[src/rtl/pltok_pkg.sv]
// Shared types, constants and helpers of the properties line tokenizer.
`default_nettype none

package pltok_pkg;

   localparam int unsigned LEN_W = 13;            // line length counter width
   localparam int unsigned MAX_LINE_DEF = 4096;   // default line length limit
   localparam int unsigned RES_MAX = 3;           // maximum results per input item
   localparam int unsigned RES_IDX_W = 2;

   localparam logic [7:0] CH_TAB    = 8'h09;
   localparam logic [7:0] CH_LF     = 8'h0A;
   localparam logic [7:0] CH_FF     = 8'h0C;
   localparam logic [7:0] CH_CR     = 8'h0D;
   localparam logic [7:0] CH_SPACE  = 8'h20;
   localparam logic [7:0] CH_BANG   = 8'h21;
   localparam logic [7:0] CH_HASH   = 8'h23;
   localparam logic [7:0] CH_COLON  = 8'h3A;
   localparam logic [7:0] CH_EQUALS = 8'h3D;
   localparam logic [7:0] CH_LBRACK = 8'h5B;
   localparam logic [7:0] CH_BSLASH = 8'h5C;

   typedef enum logic [2:0] {
      MODE_START,
      MODE_COMMENT,
      MODE_BODY,
      MODE_PENDING,
      MODE_JOINSKIP,
      MODE_DROP
   } mode_type;

   typedef enum logic [1:0] {
      PH_KEY,
      PH_GAP,
      PH_VALUE,
      PH_SECTION
   } phase_type;

   typedef enum logic [1:0] {
      RK_CHAR,
      RK_EOL,
      RK_LONG,
      RK_EOI
   } rkind_type;

   typedef enum logic [1:0] {
      ROLE_KEY,
      ROLE_VALUE,
      ROLE_SECTION
   } role_type;

   typedef struct packed {
      mode_type          mode;
      logic              skip_lf;
      logic              held_bs;
      logic              eol_cr;
      logic [LEN_W-1:0]  len;
      phase_type         phase;
      logic              key_esc;
      logic              sep_found;
   } st_type;

   typedef struct packed {
      rkind_type   kind;
      logic [7:0]  chr;
      role_type    role;
      logic        sep;
      logic        last;
   } rslt_type;

   function automatic st_type clear_state();
      st_type s;
      s.mode      = MODE_START;
      s.skip_lf   = 1'b0;
      s.held_bs   = 1'b0;
      s.eol_cr    = 1'b0;
      s.len       = '0;
      s.phase     = PH_KEY;
      s.key_esc   = 1'b0;
      s.sep_found = 1'b0;
      return s;
   endfunction

endpackage

`default_nettype wire

[src/rtl/pltok_step.sv]
// Per-item decision logic: next tokenizer state and up to three results.
`default_nettype none

module pltok_step #(
   parameter int unsigned MAX_LINE = pltok_pkg::MAX_LINE_DEF
) (
   input  var pltok_pkg::st_type                            st_i,
   input  var logic                                         kind_i,
   input  var logic [7:0]                                   byte_i,
   output pltok_pkg::st_type                                st_o,
   output pltok_pkg::rslt_type [pltok_pkg::RES_MAX-1:0]     res_o,
   output logic [pltok_pkg::RES_IDX_W-1:0]                  cnt_o
);

   typedef struct packed {
      pltok_pkg::st_type    st;
      logic                 emit;
      pltok_pkg::rslt_type  r;
   } cls_type;

   localparam logic [pltok_pkg::LEN_W-1:0] LIMIT = pltok_pkg::LEN_W'(MAX_LINE);

   function automatic logic is_blank(logic [7:0] c);
      return c == pltok_pkg::CH_SPACE || c == pltok_pkg::CH_TAB || c == pltok_pkg::CH_FF;
   endfunction

   function automatic logic is_eol(logic [7:0] c);
      return c == pltok_pkg::CH_CR || c == pltok_pkg::CH_LF;
   endfunction

   function automatic logic is_sep(logic [7:0] c);
      return c == pltok_pkg::CH_EQUALS || c == pltok_pkg::CH_COLON;
   endfunction

   // split one committed byte into key / value / section text
   function automatic cls_type classify(pltok_pkg::st_type st, logic [7:0] c);
      cls_type o;
      o.st     = st;
      o.emit   = 1'b1;
      o.r      = '0;
      o.r.kind = pltok_pkg::RK_CHAR;
      o.r.chr  = c;
      case (st.phase)
         pltok_pkg::PH_SECTION: o.r.role = pltok_pkg::ROLE_SECTION;
         pltok_pkg::PH_KEY: begin
            if (!st.key_esc && is_sep(c)) begin
               o.st.sep_found = 1'b1;
               o.st.phase     = pltok_pkg::PH_GAP;
               o.emit         = 1'b0;
            end else if (!st.key_esc && is_blank(c)) begin
               o.st.phase = pltok_pkg::PH_GAP;
               o.emit     = 1'b0;
            end else begin
               o.st.key_esc = (c == pltok_pkg::CH_BSLASH) ? ~st.key_esc : 1'b0;
               o.r.role     = pltok_pkg::ROLE_KEY;
            end
         end
         pltok_pkg::PH_GAP: begin
            if (is_blank(c)) begin
               o.emit = 1'b0;
            end else if (!st.sep_found && is_sep(c)) begin
               o.st.sep_found = 1'b1;
               o.emit         = 1'b0;
            end else begin
               o.st.phase = pltok_pkg::PH_VALUE;
               o.r.role   = pltok_pkg::ROLE_VALUE;
            end
         end
         default: o.r.role = pltok_pkg::ROLE_VALUE;
      endcase
      return o;
   endfunction

   always_comb begin
      pltok_pkg::st_type                         s;
      pltok_pkg::rslt_type [pltok_pkg::RES_MAX-1:0] res;
      logic [pltok_pkg::RES_IDX_W-1:0]           n;
      cls_type                                   cr;
      logic                                      body;
      logic                                      app;
      logic                                      stop;

      s    = st_i;
      res  = '0;
      n    = '0;
      cr   = '0;
      body = 1'b0;
      app  = 1'b0;
      stop = 1'b0;

      if (kind_i) begin
         // end of file: close a pending line (a held backslash is kept), then mark end of input
         if ((s.mode == pltok_pkg::MODE_BODY || s.mode == pltok_pkg::MODE_PENDING ||
              s.mode == pltok_pkg::MODE_JOINSKIP) && s.len != '0) begin
            if (s.held_bs) begin
               cr = classify(s, pltok_pkg::CH_BSLASH);
               s  = cr.st;
               if (cr.emit) begin
                  res[n] = cr.r;
                  n      = n + 1'b1;
               end
            end
            res[n]      = '0;
            res[n].kind = pltok_pkg::RK_EOL;
            res[n].sep  = s.sep_found;
            n           = n + 1'b1;
         end
         res[n]      = '0;
         res[n].kind = pltok_pkg::RK_EOI;
         n           = n + 1'b1;
         s           = pltok_pkg::clear_state();
      end else begin
         case (s.mode)
            pltok_pkg::MODE_COMMENT: begin
               if (is_eol(byte_i)) begin
                  s = pltok_pkg::clear_state();
               end else begin
                  s.len = s.len + 1'b1;
                  if (s.len >= LIMIT) begin
                     s           = pltok_pkg::clear_state();
                     s.mode      = pltok_pkg::MODE_DROP;
                     res[n]      = '0;
                     res[n].kind = pltok_pkg::RK_LONG;
                     n           = n + 1'b1;
                  end
               end
            end
            pltok_pkg::MODE_BODY: body = 1'b1;
            pltok_pkg::MODE_PENDING, pltok_pkg::MODE_JOINSKIP: begin
               if (s.mode == pltok_pkg::MODE_PENDING) begin
                  // the joining backslash leaves the line
                  if (s.len != '0) s.len = s.len - 1'b1;
                  s.held_bs = 1'b0;
                  s.skip_lf = s.eol_cr;
                  s.eol_cr  = 1'b0;
                  s.mode    = pltok_pkg::MODE_JOINSKIP;
               end
               if (s.skip_lf) begin
                  s.skip_lf = 1'b0;
                  if (byte_i == pltok_pkg::CH_LF) stop = 1'b1;
               end
               if (!stop && !is_blank(byte_i)) begin
                  s.mode = pltok_pkg::MODE_BODY;
                  body   = 1'b1;
               end
            end
            pltok_pkg::MODE_DROP: ;
            default: begin
               s.mode = pltok_pkg::MODE_START;
               if (!is_blank(byte_i) && !is_eol(byte_i)) begin
                  if (byte_i == pltok_pkg::CH_HASH || byte_i == pltok_pkg::CH_BANG) begin
                     s.mode = pltok_pkg::MODE_COMMENT;
                  end else begin
                     s.mode = pltok_pkg::MODE_BODY;
                     app    = 1'b1;
                  end
               end
            end
         endcase

         if (body && is_eol(byte_i)) begin
            // end of a physical line
            if (s.len == '0) begin
               s = pltok_pkg::clear_state();
            end else if (s.held_bs) begin
               s.mode   = pltok_pkg::MODE_PENDING;
               s.eol_cr = (byte_i == pltok_pkg::CH_CR);
            end else begin
               res[n]      = '0;
               res[n].kind = pltok_pkg::RK_EOL;
               res[n].sep  = s.sep_found;
               n           = n + 1'b1;
               s           = pltok_pkg::clear_state();
            end
         end else if (body || app) begin
            if (s.len == '0) begin
               s.phase     = (byte_i == pltok_pkg::CH_LBRACK) ? pltok_pkg::PH_SECTION
                                                              : pltok_pkg::PH_KEY;
               s.key_esc   = 1'b0;
               s.sep_found = 1'b0;
            end
            s.len = s.len + 1'b1;
            if (s.len >= LIMIT) begin
               s           = pltok_pkg::clear_state();
               s.mode      = pltok_pkg::MODE_DROP;
               res[n]      = '0;
               res[n].kind = pltok_pkg::RK_LONG;
               n           = n + 1'b1;
            end else if (byte_i == pltok_pkg::CH_BSLASH && !s.held_bs) begin
               s.held_bs = 1'b1;
            end else begin
               // a held backslash goes out first; a second one pairs with it
               if (s.held_bs) begin
                  s.held_bs = 1'b0;
                  cr        = classify(s, pltok_pkg::CH_BSLASH);
                  s         = cr.st;
                  if (cr.emit) begin
                     res[n] = cr.r;
                     n      = n + 1'b1;
                  end
               end
               cr = classify(s, byte_i);
               s  = cr.st;
               if (cr.emit) begin
                  res[n] = cr.r;
                  n      = n + 1'b1;
               end
            end
         end
      end

      if (n != '0) res[n - 1'b1].last = 1'b1;

      st_o  = s;
      res_o = res;
      cnt_o = n;
   end

endmodule

`default_nettype wire

[src/rtl/properties_line_tokenizer_top.sv]
// Top level of the properties line tokenizer: handshakes, state and result buffer.
`default_nettype none

// Takes a properties-style text file one byte per item (req_tuser = 1 marks end
// of file) and emits the logical-line text byte by byte, each tagged as key,
// value or section-line byte, plus end-of-line, line-too-long and end-of-input
// markers. Comment lines, blank lines and leading blanks are dropped; a
// backslash before CR/LF joins lines. An item is registered on entry, decided
// by one level of logic against the tokenizer state, and its results are
// registered into the result buffer, from which the first result is offered
// on rsp. Rate: one item per cycle while items give at most one result each
// and rsp is not stalled; an item that gives two or three results keeps the
// next item waiting in the input register, since the result buffer drains
// one result per cycle on the rsp side while rsp_tready is high. A line that
// reaches MAX_LINE bytes (comment lines included) raises line-too-long and
// drops the rest of the file.
module properties_line_tokenizer_top #(
   parameter int unsigned MAX_LINE = pltok_pkg::MAX_LINE_DEF
) (
   input  var logic         clock,
   input  var logic         reset,
   input  var logic         req_tvalid,
   output logic             req_tready,
   input  var logic [7:0]   req_tdata,   // [7:0] byte_in
   input  var logic [0:0]   req_tuser,   // [0] kind (1 = end of file)
   output logic             rsp_tvalid,
   input  var logic         rsp_tready,
   output logic [15:0]      rsp_tdata,   // [7:0] character, [8] separator_seen, rest 0
   output logic [3:0]       rsp_tuser,   // [1:0] result_kind, [3:2] role
   output logic             rsp_tlast    // last result of the input item
);

   // input register
   logic        in_valid_ff, in_valid_in;
   logic        in_kind_ff, in_kind_in;
   logic [7:0]  in_byte_ff, in_byte_in;

   // tokenizer state
   pltok_pkg::st_type st_ff, st_in, st_next;

   // result buffer: up to three results of one item, head at entry 0
   pltok_pkg::rslt_type [pltok_pkg::RES_MAX-1:0] res_ff, res_in, step_res;
   logic [pltok_pkg::RES_IDX_W-1:0]              cnt_ff, cnt_in, step_cnt;

   logic req_hs, rsp_hs, buf_free, step_go;

   assign req_hs   = req_tvalid && req_tready;
   assign rsp_hs   = rsp_tvalid && rsp_tready;
   // buffer can take a new bundle when empty or its last result leaves now
   assign buf_free = (cnt_ff == '0) || (cnt_ff == 2'd1 && rsp_tready);
   assign step_go  = in_valid_ff && buf_free;
   assign req_tready = !in_valid_ff || step_go;

   pltok_step #(
      .MAX_LINE (MAX_LINE)
   ) u_step (
      .st_i   (st_ff),
      .kind_i (in_kind_ff),
      .byte_i (in_byte_ff),
      .st_o   (st_next),
      .res_o  (step_res),
      .cnt_o  (step_cnt)
   );

   always_comb begin
      in_valid_in = in_valid_ff;
      in_kind_in  = in_kind_ff;
      in_byte_in  = in_byte_ff;
      if (req_hs) begin
         in_valid_in = 1'b1;
         in_kind_in  = req_tuser[0];
         in_byte_in  = req_tdata;
      end else if (step_go) begin
         in_valid_in = 1'b0;
      end
   end

   always_comb begin
      st_in  = step_go ? st_next : st_ff;
      res_in = res_ff;
      cnt_in = cnt_ff;
      if (step_go) begin
         res_in = step_res;
         cnt_in = step_cnt;
      end else if (rsp_hs) begin
         res_in[0] = res_ff[1];
         res_in[1] = res_ff[2];
         res_in[2] = '0;
         cnt_in    = cnt_ff - 1'b1;
      end
   end

   always_ff @(posedge clock) begin
      if (reset) begin
         in_valid_ff <= 1'b0;
         st_ff       <= pltok_pkg::clear_state();
         cnt_ff      <= '0;
      end else begin
         in_valid_ff <= in_valid_in;
         st_ff       <= st_in;
         cnt_ff      <= cnt_in;
      end
   end

   always_ff @(posedge clock) begin
      in_kind_ff <= in_kind_in;
      in_byte_ff <= in_byte_in;
      res_ff     <= res_in;
   end

   assign rsp_tvalid = (cnt_ff != '0);
   assign rsp_tdata  = {7'b0, res_ff[0].sep, res_ff[0].chr};
   assign rsp_tuser  = {res_ff[0].role, res_ff[0].kind};
   assign rsp_tlast  = res_ff[0].last;

   // the last-of-item mark sits only on the final buffered result
   a_last_at_tail: assert property (@(posedge clock) disable iff (reset)
      rsp_tvalid && rsp_tlast |-> cnt_ff == 2'd1)
      else $error("last mark not on final buffered result");

   // end of file puts the tokenizer back to its reset state
   a_eof_clears: assert property (@(posedge clock) disable iff (reset)
      step_go && in_kind_ff |=> st_ff.mode == pltok_pkg::MODE_START && st_ff.len == '0
                                && !st_ff.held_bs)
      else $error("state not cleared after end of file");

   // the stored line length never reaches the limit
   a_len_bound: assert property (@(posedge clock) disable iff (reset)
      st_ff.len < pltok_pkg::LEN_W'(MAX_LINE))
      else $error("line length reached limit");

   // a stalled input item stays in the input register unchanged
   a_in_hold: assert property (@(posedge clock) disable iff (reset)
      in_valid_ff && !step_go |=> in_valid_ff && $stable(in_byte_ff) && $stable(in_kind_ff))
      else $error("stalled input item lost");

endmodule

`default_nettype wire
[config.mk]
export PLATFORM = sky130hd
export DESIGN_NAME = properties_line_tokenizer_top
export DESIGN_NICKNAME = d
export VERILOG_FILES = /design/src/rtl/pltok_pkg.sv /design/src/rtl/pltok_step.sv /design/src/rtl/properties_line_tokenizer_top.sv
export SDC_FILE = /design/constraint.sdc
export NUM_CORES = 1
export LEC_CHECK = 0
export BUFFER_PORTS_ARGS = -buffer_cell sky130_fd_sc_hd__buf_2
export CORE_ASPECT_RATIO = 0.75
export CORE_MARGIN = 5
export CORE_UTILIZATION = 25
export DETAILED_ROUTE_END_ITERATION = 12
export PLACE_DENSITY_LB_ADDON = 0.25
export SYNTH_ARGS = -nofsm -noshare
export SYNTH_HDL_FRONTEND = slang
export SYNTH_SLANG_ARGS = --single-unit
[constraint.sdc]
create_clock -name clock -period 17.1 [get_ports clock]
set_input_delay 0.855 -clock clock [delete_from_list [all_inputs] [get_ports clock]]
set_output_delay 0.855 -clock clock [all_outputs]
set_load 0.03 [all_outputs]
# == Word level (Yosys, flattened, before mapping) ==
# Cells that the tools add are included.
# W data, S select, Z words.
# op_classes
eq_ne,22
magnitude_cmp,12
addsub,9
n_reduce_logical,47
bitwise_logic,8
n_mux,171
# ops
operator,n
$mux W42,19
$bwmux W42,9
$demux W14 S2,10
$mux W23,12
$mux W14,13
$not A42 Y42,3
$mux W2,53
$and A14 B42 Y42,2
$mux W19,3
$and A42 B42 Y42,1
$eq A8 B6 Y1 const B,5
$eq A8 B4 Y1 const B,4
$mux W4,8
$pmux W16 S2,1
$mux W1,30
$add A13 B1 Y13 const B,2
$ge A13 B13 Y1 const B,2
$mux W18,1
$logic_and A1 B1 Y1,17
$mux W17,1
$eq A8 B7 Y1 const B,2
$mux W16,1
$pmux W2 S2,4
$lt A2 B3 Y1 const B,5
24 further kinds,61
# word_totals
in_bits,13
output_inout_bits,23
ff_bits,77

# == Longest topological paths before layout ==
# Gate-level depths: netlist of run 1.
# depth
word_depth,49
depth_mapped,23
depth_no_buf,20

# == Modules after synthesis ==
# A second synthesis of run 1 with hierarchy kept.
# unflattened
cells_unflattened,702
area_unflattened_um2,6123.4
# modules_own_cells
module,area_per_inst_um2,seq_area_each_um2,cells_per_inst,instances
properties_line_tokenizer_top,3233.1,2052.0,249,1
pltok_step,2890.3,0.0,453,1

# == Least setup slack after synthesis of run 1 ==
# OpenSTA, ideal clock, no wires.
# synth_path
path_type,register -> register
startpoint,reg in_byte_ff[4]
endpoint,"reg res_ff[28] (netlist bit), data pin"
period_less_slack_ps,5365
path_buffers,1
setup_ps,255
path_stages_with_launch,19
required_time_ps,16845
t_arrival_ps,5110
setup_slack_ps,11735
path_cell_list,edfxtp_1 -> or4b_4 -> a211o_4 -> and4_1 -> buf_4 -> o31ai_1 -> ha_1 -> o2111ai_2 -> or4b_4 -> nor4b_2 -> o21bai_2 -> ha_1 -> nand2_1 -> a21boi_0 -> o41a_1 -> or2_2 -> a41o_1 -> nor3_1 -> o21ba_2
# synth_between
elab_chain_len,42
word_cells_on_any_way,139
classes_between,add/sub (4); order compare (7); eq/ne (13); mux (86); bitwise (3); reduce/logical (26)
# synth_lines
element,line,rtl
from (decl),properties_line_tokenizer_top.sv:36,"logic [7:0] in_byte_ff, in_byte_in;"
from (signal assigned),properties_line_tokenizer_top.sv:107,in_byte_ff <= in_byte_in;
"$eq A8 B4 Y1, on equally long branches","pltok_step.sv:28, pltok_step.sv:140",
$logic_or A1 B1 Y1,pltok_step.sv:28,return c == pltok_pkg::CH_CR || c == pltok_pkg::CH_LF;
$mux W23,pltok_step.sv:115,if (is_eol(byte_i)) begin
$pmux W16 S2,pltok_step.sv:113,case (s.mode)
$mux W16,pltok_step.sv:91,if (kind_i) begin
$logic_not A13 Y1,"pltok_step.sv:163, pltok_step.sv:176",
$mux W4,pltok_step.sv:176,if (s.len == '0) begin
$mux W4,pltok_step.sv:175,end else if (body || app) begin
[26 not listed],-,
$sub A2 B1 Y2,pltok_step.sv:212,if (n != '0) res[n - 1'b1].last = 1'b1;
$lt A2 B3 Y1 (not written as such) or $ge A2 B1 Y1 (tied branches),pltok_step.sv:212,
$logic_and A1 B1 Y1 (not written as such),pltok_step.sv:212,
$mux W1 (not written as such),pltok_step.sv:212,
$demux W14 S2,-,
$bwmux W42,pltok_step.sv:212,
$mux W42 *,pltok_step.sv:212,
$mux W42 *,properties_line_tokenizer_top.sv:82,if (step_go) begin
to (signal assigned),properties_line_tokenizer_top.sv:108,res_ff <= res_in;
to (decl),properties_line_tokenizer_top.sv:42,"pltok_pkg::rslt_type [pltok_pkg::RES_MAX-1:0] res_ff, res_in, step_res;"
# Mark *: on every way between the ends. The rest lies on a longest branch, timed or not. The select of a mux whose other input is x is not followed.
# A chain may end at the register's enable or synchronous reset.

==> results.sh, run 1 <==
export IMPL_syn_inst=656
export IMPL_grt_pass1_wl_um=28310
export IMPL_end_kind="flip-flop"
export IMPL_slowest_stage="nor4_4"
export IMPL_timing_fmax_mhz=155.1
export IMPL_yosysWarnings=0
export IMPL_ys_top_cells_by_count="nand2_1, edfxtp_1, nor2_1"
export IMPL_drt_pass1_iter_count=6
export IMPL_gp_congestion=0.9263
export IMPL_synth_most_common_cell="nand2_1"
export IMPL_criticalPathCategory="reg2reg"
export IMPL_grt_remaining_overflow=0
export IMPL_p_leak_nw=2.235
export IMPL_synth_top_area_frac=0.2581
export IMPL_ys_top_cells_by_area="edfxtp_1, dfxtp_1, nand2_1"
export IMPL_setup_tns_ns=0
export IMPL_synth_distinct_cells=88
export IMPL_power_total_uw=564.6
export IMPL_die_h_um=140.8
export IMPL_routed_wl_um=17830
export IMPL_syn_area_mm2=0.005700
export IMPL_synth_ff_type="edfxtp_1"
export IMPL_drive_above_1_share=0.1296
export IMPL_clk_latency_ns=0.36
export IMPL_post_cts_resized=0
export IMPL_fin_nets=672
export IMPL_drc=0
export IMPL_vias=5065
export IMPL_combPwrFrac=0.202
export IMPL_hold_viol_final=0
export IMPL_cts_tree="yes"
export IMPL_die_area_mm2=0.02595
export IMPL_worst_pin_slew_ns=1.036
export IMPL_critPathRequiredTime_ns=17.18
export IMPL_p_int_uw=389.5
export IMPL_ir_worst_vdd_v=0.00004065
export IMPL_cp_start_kind="flip-flop"
export IMPL_syn_to_final_growth_pct=9.702
export IMPL_multi_input_area_mm2=0.003301
export IMPL_num_rows=47
export IMPL_grt_pass1_vias=4759
export IMPL_start_util=0.2564
export IMPL_swShare=0.3102
export IMPL_drtIter0Drc=493
export IMPL_path_buf_inv=1
export IMPL_die_width_um=184.4
export IMPL_synth_seq_cells=75
export IMPL_cap_violations=0
export IMPL_fin_crit_sh=0.3772
export IMPL_path_cells="ha_1 > nand4_1 > or4_1 > and4_1 > o31ai_1 > ha_1 > o2111ai_2 > or4b_4 > nor4_4 > o21bai_2 > inv_1 > ha_1 > nand2_1 > nand2_1 > mux2i_1 > and3_1 > or3_1 > a31oi_1 > nor3b_1"
export IMPL_viasPerCell=5.377
export IMPL_max_stage_delay_ns=0.72
export IMPL_fin_skew_ns=0.009694
export IMPL_async_reset_ff_frac=0
export IMPL_grt_util_all_layers=0.1392
export IMPL_critical_path_top_delay_family="simple AND/OR/NAND/NOR gates"
export IMPL_routedWlPerCell_um=18.93
export IMPL_outcome="finished, final reports clean"
export IMPL_drv_slew=0
export IMPL_clkTransAtPathRegs_ns=0.06
export IMPL_synth_avg_cell_area_um2=8.690
export IMPL_clockBufferDepth=2
export IMPL_setup_viol=0
export IMPL_cts_sinks=75
export IMPL_path_max_fanout=12
export IMPL_htree_levels=3
export IMPL_yosys_area_top_type="edfxtp_1"
export IMPL_ant_nets=0
export IMPL_hold_class="reg2reg"
export IMPL_port_buffers=28
export IMPL_coreArea_mm2=0.02223
export IMPL_cts_root_buf="clkbuf_16"
export IMPL_post_dp_hpwl_um=13170
export IMPL_power_net_switching_uw=175.1
export IMPL_path_common_cell="ha_1"
export IMPL_antenna_found_initial=0
export IMPL_antenna_cells=0
export IMPL_grt_max_degree=52
export IMPL_power_frac_clock=0.369
export IMPL_cts_setup_buffers=0
export IMPL_cts_buffers=9
export IMPL_min_period_ns=6.449
export IMPL_synth_edf_count=49
export IMPL_io_pins=36
export IMPL_p_seq_frac=0.429
export IMPL_cts_hold_fix_buffers=0
export IMPL_yosysSeqAreaShare=0.3494
export IMPL_powerDensity_mw_per_mm2=90.29
export IMPL_critPathArrivalTime_ns=6.53
export IMPL_regArea_mm2=0.001992
export IMPL_slew_headroom=0.3070
export IMPL_n_fill_cell=2349
export IMPL_rsz0062_at_grt="false"
==> metrics by stage <==
stage               area [um2]  instances  hold slack [ns]  setup slack [ns]    util
floorplan                 5723        662           0.4266             11.74       -
detailed placement        5936        926           0.4669             10.83  0.2670
finish                    6254        942           0.4800             10.65  0.2813
global placement          5936        926           0.4672             10.86  0.2670
global route              6254        942           0.4981             10.14  0.2813
CTS                       6254        942           0.4799             10.80  0.2813
==> registers in the layout (all words and copies together) (netlist names) <==
register     cells
rsp_tdata        9
in_kind_ff       1
st_ff           23
res_ff          26
cnt_ff           2
in_byte_ff       8
rsp_tuser        4
in_valid_ff      1
rsp_tlast        1
==> power by group through the flow <==
| stage | clock network (mW) | logic (mW) | registers [mW] |
|---|---|---|---|
| 2_1_floorplan | 0 | 0.0930 | 0.241 |
| 3_3_place_gp | 0 | 0.115 | 0.246 |
| 3_5_place_dp | 0 | 0.115 | 0.246 |
| 4_1_cts | 0.213 | 0.115 | 0.243 |
| 5_1_grt | 0.221 | 0.126 | 0.246 |
| 6_report | 0.208 | 0.114 | 0.242 |
==> cell type report <==
cell class | count | area share
well taps | 294 | 0.05882
repair buffers | 35 | 0.03081
clock inverters | 6 | 0.01421
clock buffers | 10 | 0.03661
inverters | 22 | 0.01321
multi-input cells | 500 | 0.5278
flip-flops and latches | 75 | 0.3185
==> cell families (layout without fill, tap and decap cells) <==
group | after synthesis | in the layout | synth area share
compound gates | 185 | 185 | 0.2362
xor+xnor | 8 | 8 | 0.01229
fa+ha+maj | 16 | 16 | 0.03512
buf+inv | 87 | 73 | 0.07594
flops | 75 | 75 | 0.3494
mux | 23 | 23 | 0.04214
other cells | 1 | 7 | 0.0006578
simple gates | 261 | 261 | 0.2482
==> layer usage <==
metal | track usage | vias to the layer above | share of wire
li1 | - | 2440 | -
met1 | 0.2242 | 2408 | 0.52
met2 | 0.1807 | 201 | 0.39
met3 | 0.03502 | 16 | 0.082
met4 | 0.03306 | 0 | 0.0096
met5 | 0 | - | 0
==> cell usage in the layout, fill, tap and decap left out, types with 7 or more instances in the layout <==
master,n
nand3_1,22
buf_4,7
and2_1,14
and3_1,7
a21oi_1,41
buf_2,28
dfxtp_1,26
nand4_1,12
nor3_1,23
o21ai_0,33
o31ai_1,9
mux2i_1,20
a31oi_1,9
edfxtp_1,49
ha_1,16
xnor2_1,7
inv_1,22
nor4_1,8
nor2_1,48
nand2_1,62
a22oi_1,12
or2_2,8
clkbuf_16,9
nand2b_1,9
or3_1,9
conb_1,7
==> worst min-delay path, stage by stage (launching register included) <==
cell and delay [ns]:
dfxtp_1 0.31, o21ai_0 0.06, a21oi_1 0.06
==> final timing paths <==
check,start,to,slack [ns],cells past startpoint
setup / recovery,st_ff[4],res_ff[14],10.65,19
hold reg to reg,st_ff[17],st_ff[17],0.48,2
hold / removal,st_ff[17],st_ff[17],0.48,2
setup reg to reg,st_ff[4],res_ff[14],10.65,19
(Power assumes the default switching activity.)
==> inputs of run 2 (changes only) <==
==> constraint.sdc (replaced) <==
create_clock -name clock -period 5.9 [get_ports clock]
set_input_delay 0.295 -clock clock [delete_from_list [all_inputs] [get_ports clock]]
set_output_delay 0.295 -clock clock [all_outputs]
set_load 0.03 [all_outputs]
==> run 2 against run 1 <==
  * First-iteration DRC count grew 5.1%
  * Routed wire length grew 4.3%
  * Maximum frequency grew 15%
  * Cell count grew 3.3%
  * Largest power group unchanged
  * Global-route usage grew 0.27 points
  * Register-to-register slack lost 10 ns
  * Critical path depth is the same
  * Final area grew 3.2%
==> results.sh, run 2 (synthesized netlist as in run 1, its figures left out) <==
export IMPL_outcome="finished, final reports clean"
export IMPL_hold_viol_final=0
export IMPL_start_util=0.2564
export IMPL_syn_to_final_growth_pct=13.21
export IMPL_grt_pass1_vias=4855
export IMPL_viasPerCell=5.451
export IMPL_ant_nets=0
export IMPL_fin_cells=973
export IMPL_fin_nets=703
export IMPL_grt_pass1_wl_um=28960
export IMPL_timing_fmax_mhz=178.3
export IMPL_drive_above_1_share=0.1708
export IMPL_die_area_mm2=0.02595
export IMPL_antenna_found_initial=0
export IMPL_postLayoutCoreUtil=0.2903
export IMPL_gp_congestion=0.9602
export IMPL_cts_hold_fix_buffers=0
export IMPL_critPathArrivalTime_ns=5.72
export IMPL_grt_max_degree=51
export IMPL_clkTransAtPathRegs_ns=0.07
export IMPL_setup_viol=0
export IMPL_die_width_um=184.4
export IMPL_post_dp_hpwl_um=13830
export IMPL_cts_sinks=75
export IMPL_cts_root_buf="clkbuf_16"
export IMPL_place_inst=957
export IMPL_port_buffers=28
export IMPL_worst_pin_slew_ns=0.8329
export IMPL_clockBufferDepth=2
export IMPL_startpoint="in_byte_ff[4]"
export IMPL_io_pins=36
export IMPL_routed_wl_um=18600
export IMPL_min_period_ns=5.608
export IMPL_setup_tns_ns=0
export IMPL_vias=5304
export IMPL_cts_setup_buffers=0
export IMPL_cap_violations=0
export IMPL_crit_reg2reg_capture="rsp_tdata[4]"
export IMPL_fin_crit_sh=0.9506
export IMPL_fin_skew_ns=0.01574
export IMPL_path_max_fanout=8
export IMPL_rr_startpoint="in_byte_ff[4]"
export IMPL_slew_headroom=0.4408
export IMPL_regMostFlops="res_ff"
export IMPL_rsz0062_at_grt="false"
export IMPL_postPlaceCellArea_mm2=0.006168
export IMPL_final_area_mm2=0.006454
export IMPL_drc=0
export IMPL_drtIter0Drc=518
export IMPL_powerDensity_mw_per_mm2=241.5
export IMPL_p_leak_nw=2.373
export IMPL_grt_util_all_layers=0.1419
export IMPL_cts_tree="yes"
export IMPL_routedWlPerCell_um=19.12
export IMPL_clk_latency_ns=0.35
export IMPL_crit_path_end="rsp_tdata[4]"
export IMPL_reg2regPathDepth=19
export IMPL_criticalPathCategory="reg2reg"
export IMPL_largest_reg_flops=26
export IMPL_final_cell_mix="nand2_1, edfxtp_1, nor2_1"
export IMPL_drv_slew=0
export IMPL_die_h_um=140.8
export IMPL_coreArea_mm2=0.02223
export IMPL_end_kind="flip-flop"
export IMPL_htree_levels=3
export IMPL_layout_commonest_cell="nand2_1"
export IMPL_cts_buffers=9
export IMPL_critPathRequiredTime_ns=6.01
export IMPL_rrSetupSlack_ns=0.29
export IMPL_ir_worst_vdd_v=0.0001488
export IMPL_antenna_cells=0
export IMPL_drt_pass1_iter_count=5
export IMPL_cp_start_kind="flip-flop"
export IMPL_num_rows=47
export IMPL_grt_remaining_overflow=0
export IMPL_hold_class="in2reg"
run 2: cell types whose count changed in the layout (fill, tap and decap cells not counted), sizes merged:
cell,previous run,this run
buf,35,66
bufinv,2,0
clkbuf,10,13
inv,23,22
run 2: worst min-delay path by stage:
| stage | startpoint | endpoint | slack, ns | cells past startpoint |
|---|---|---|---|---|
| 6_report | req_tdata[7] | in_byte_ff[7] | 0.12 | 1 |
| 2_1_floorplan | req_tdata[0] | in_byte_ff[0] | 0.39 | 0 |
| 3_3_place_gp | st_ff[19] | st_ff[19] | 0.44 | 2 |
| 3_5_place_dp | st_ff[19] | st_ff[19] | 0.45 | 2 |
| 5_1_grt | req_tdata[5] | in_byte_ff[5] | 0.11 | 1 |
| 4_1_cts | req_tdata[5] | in_byte_ff[5] | 0.11 | 1 |
run 2: per-stage QoR:
stage	setup WS, ns	total power, mW	hold slack, ns
2_1_floorplan	0.5354	0.9689	0.3939
3_3_place_gp	0.3176	1.057	0.4439
3_5_place_dp	0.2685	1.055	0.4524
4_1_cts	0.2290	1.574	0.1119
5_1_grt	0.004229	1.637	0.1120
6_report	0.2916	1.558	0.1187
run 2: area by class of cell:
cell class / instances / area [um2]
multi-input combinational: 500 / 3318
sequential: 75 / 1992
fill: 2372 / 15780
clock inverter: 3 / 17.52
clock buffer: 13 / 250.2
inverter: 22 / 82.58
tap: 294 / 367.9
timing repair buffer: 66 / 425.4
run 2: worst max-delay path, cell delays in order (launching register included):
cell       delay [ns]
edfxtp_1         0.49
or4b_4           0.61
a211o_4          0.36
and4_1           0.29
o31ai_2          0.27
ha_1             0.27
o2111ai_2        0.13
or4b_4           0.59
nor4b_4          0.31
o21bai_2         0.23
inv_1            0.08
ha_1             0.19
nand2_1          0.17
nand2_1          0.08
mux2i_1          0.29
and3_1           0.28
o21ai_2          0.09
buf_4            0.18
mux2i_1          0.13
o21ai_0          0.32
run 2: what timing repair did:
action | 4_1_cts | 5_1_grt
setup endpoints to repair | 0 | 28
gates resized for setup | 0 | 3
endpoints found under the hold margin | 0 | 0
run 2: power breakdown:
group | internal, mW | switching, mW | leakage (nW)
sequential | 0.666 | 0.0291 | 0.689
combinational | 0.100 | 0.250 | 1.55
clock | 0.295 | 0.218 | 0.130
run 2: layer usage:
metal / vias up / GRT usage / share of wire
met5: - / 0 / 0
met4: 0 / 0.02800 / 0.0093
met3: 18 / 0.03837 / 0.082
met2: 230 / 0.1830 / 0.38
met1: 2573 / 0.2303 / 0.53
li1: 2483 / - / -
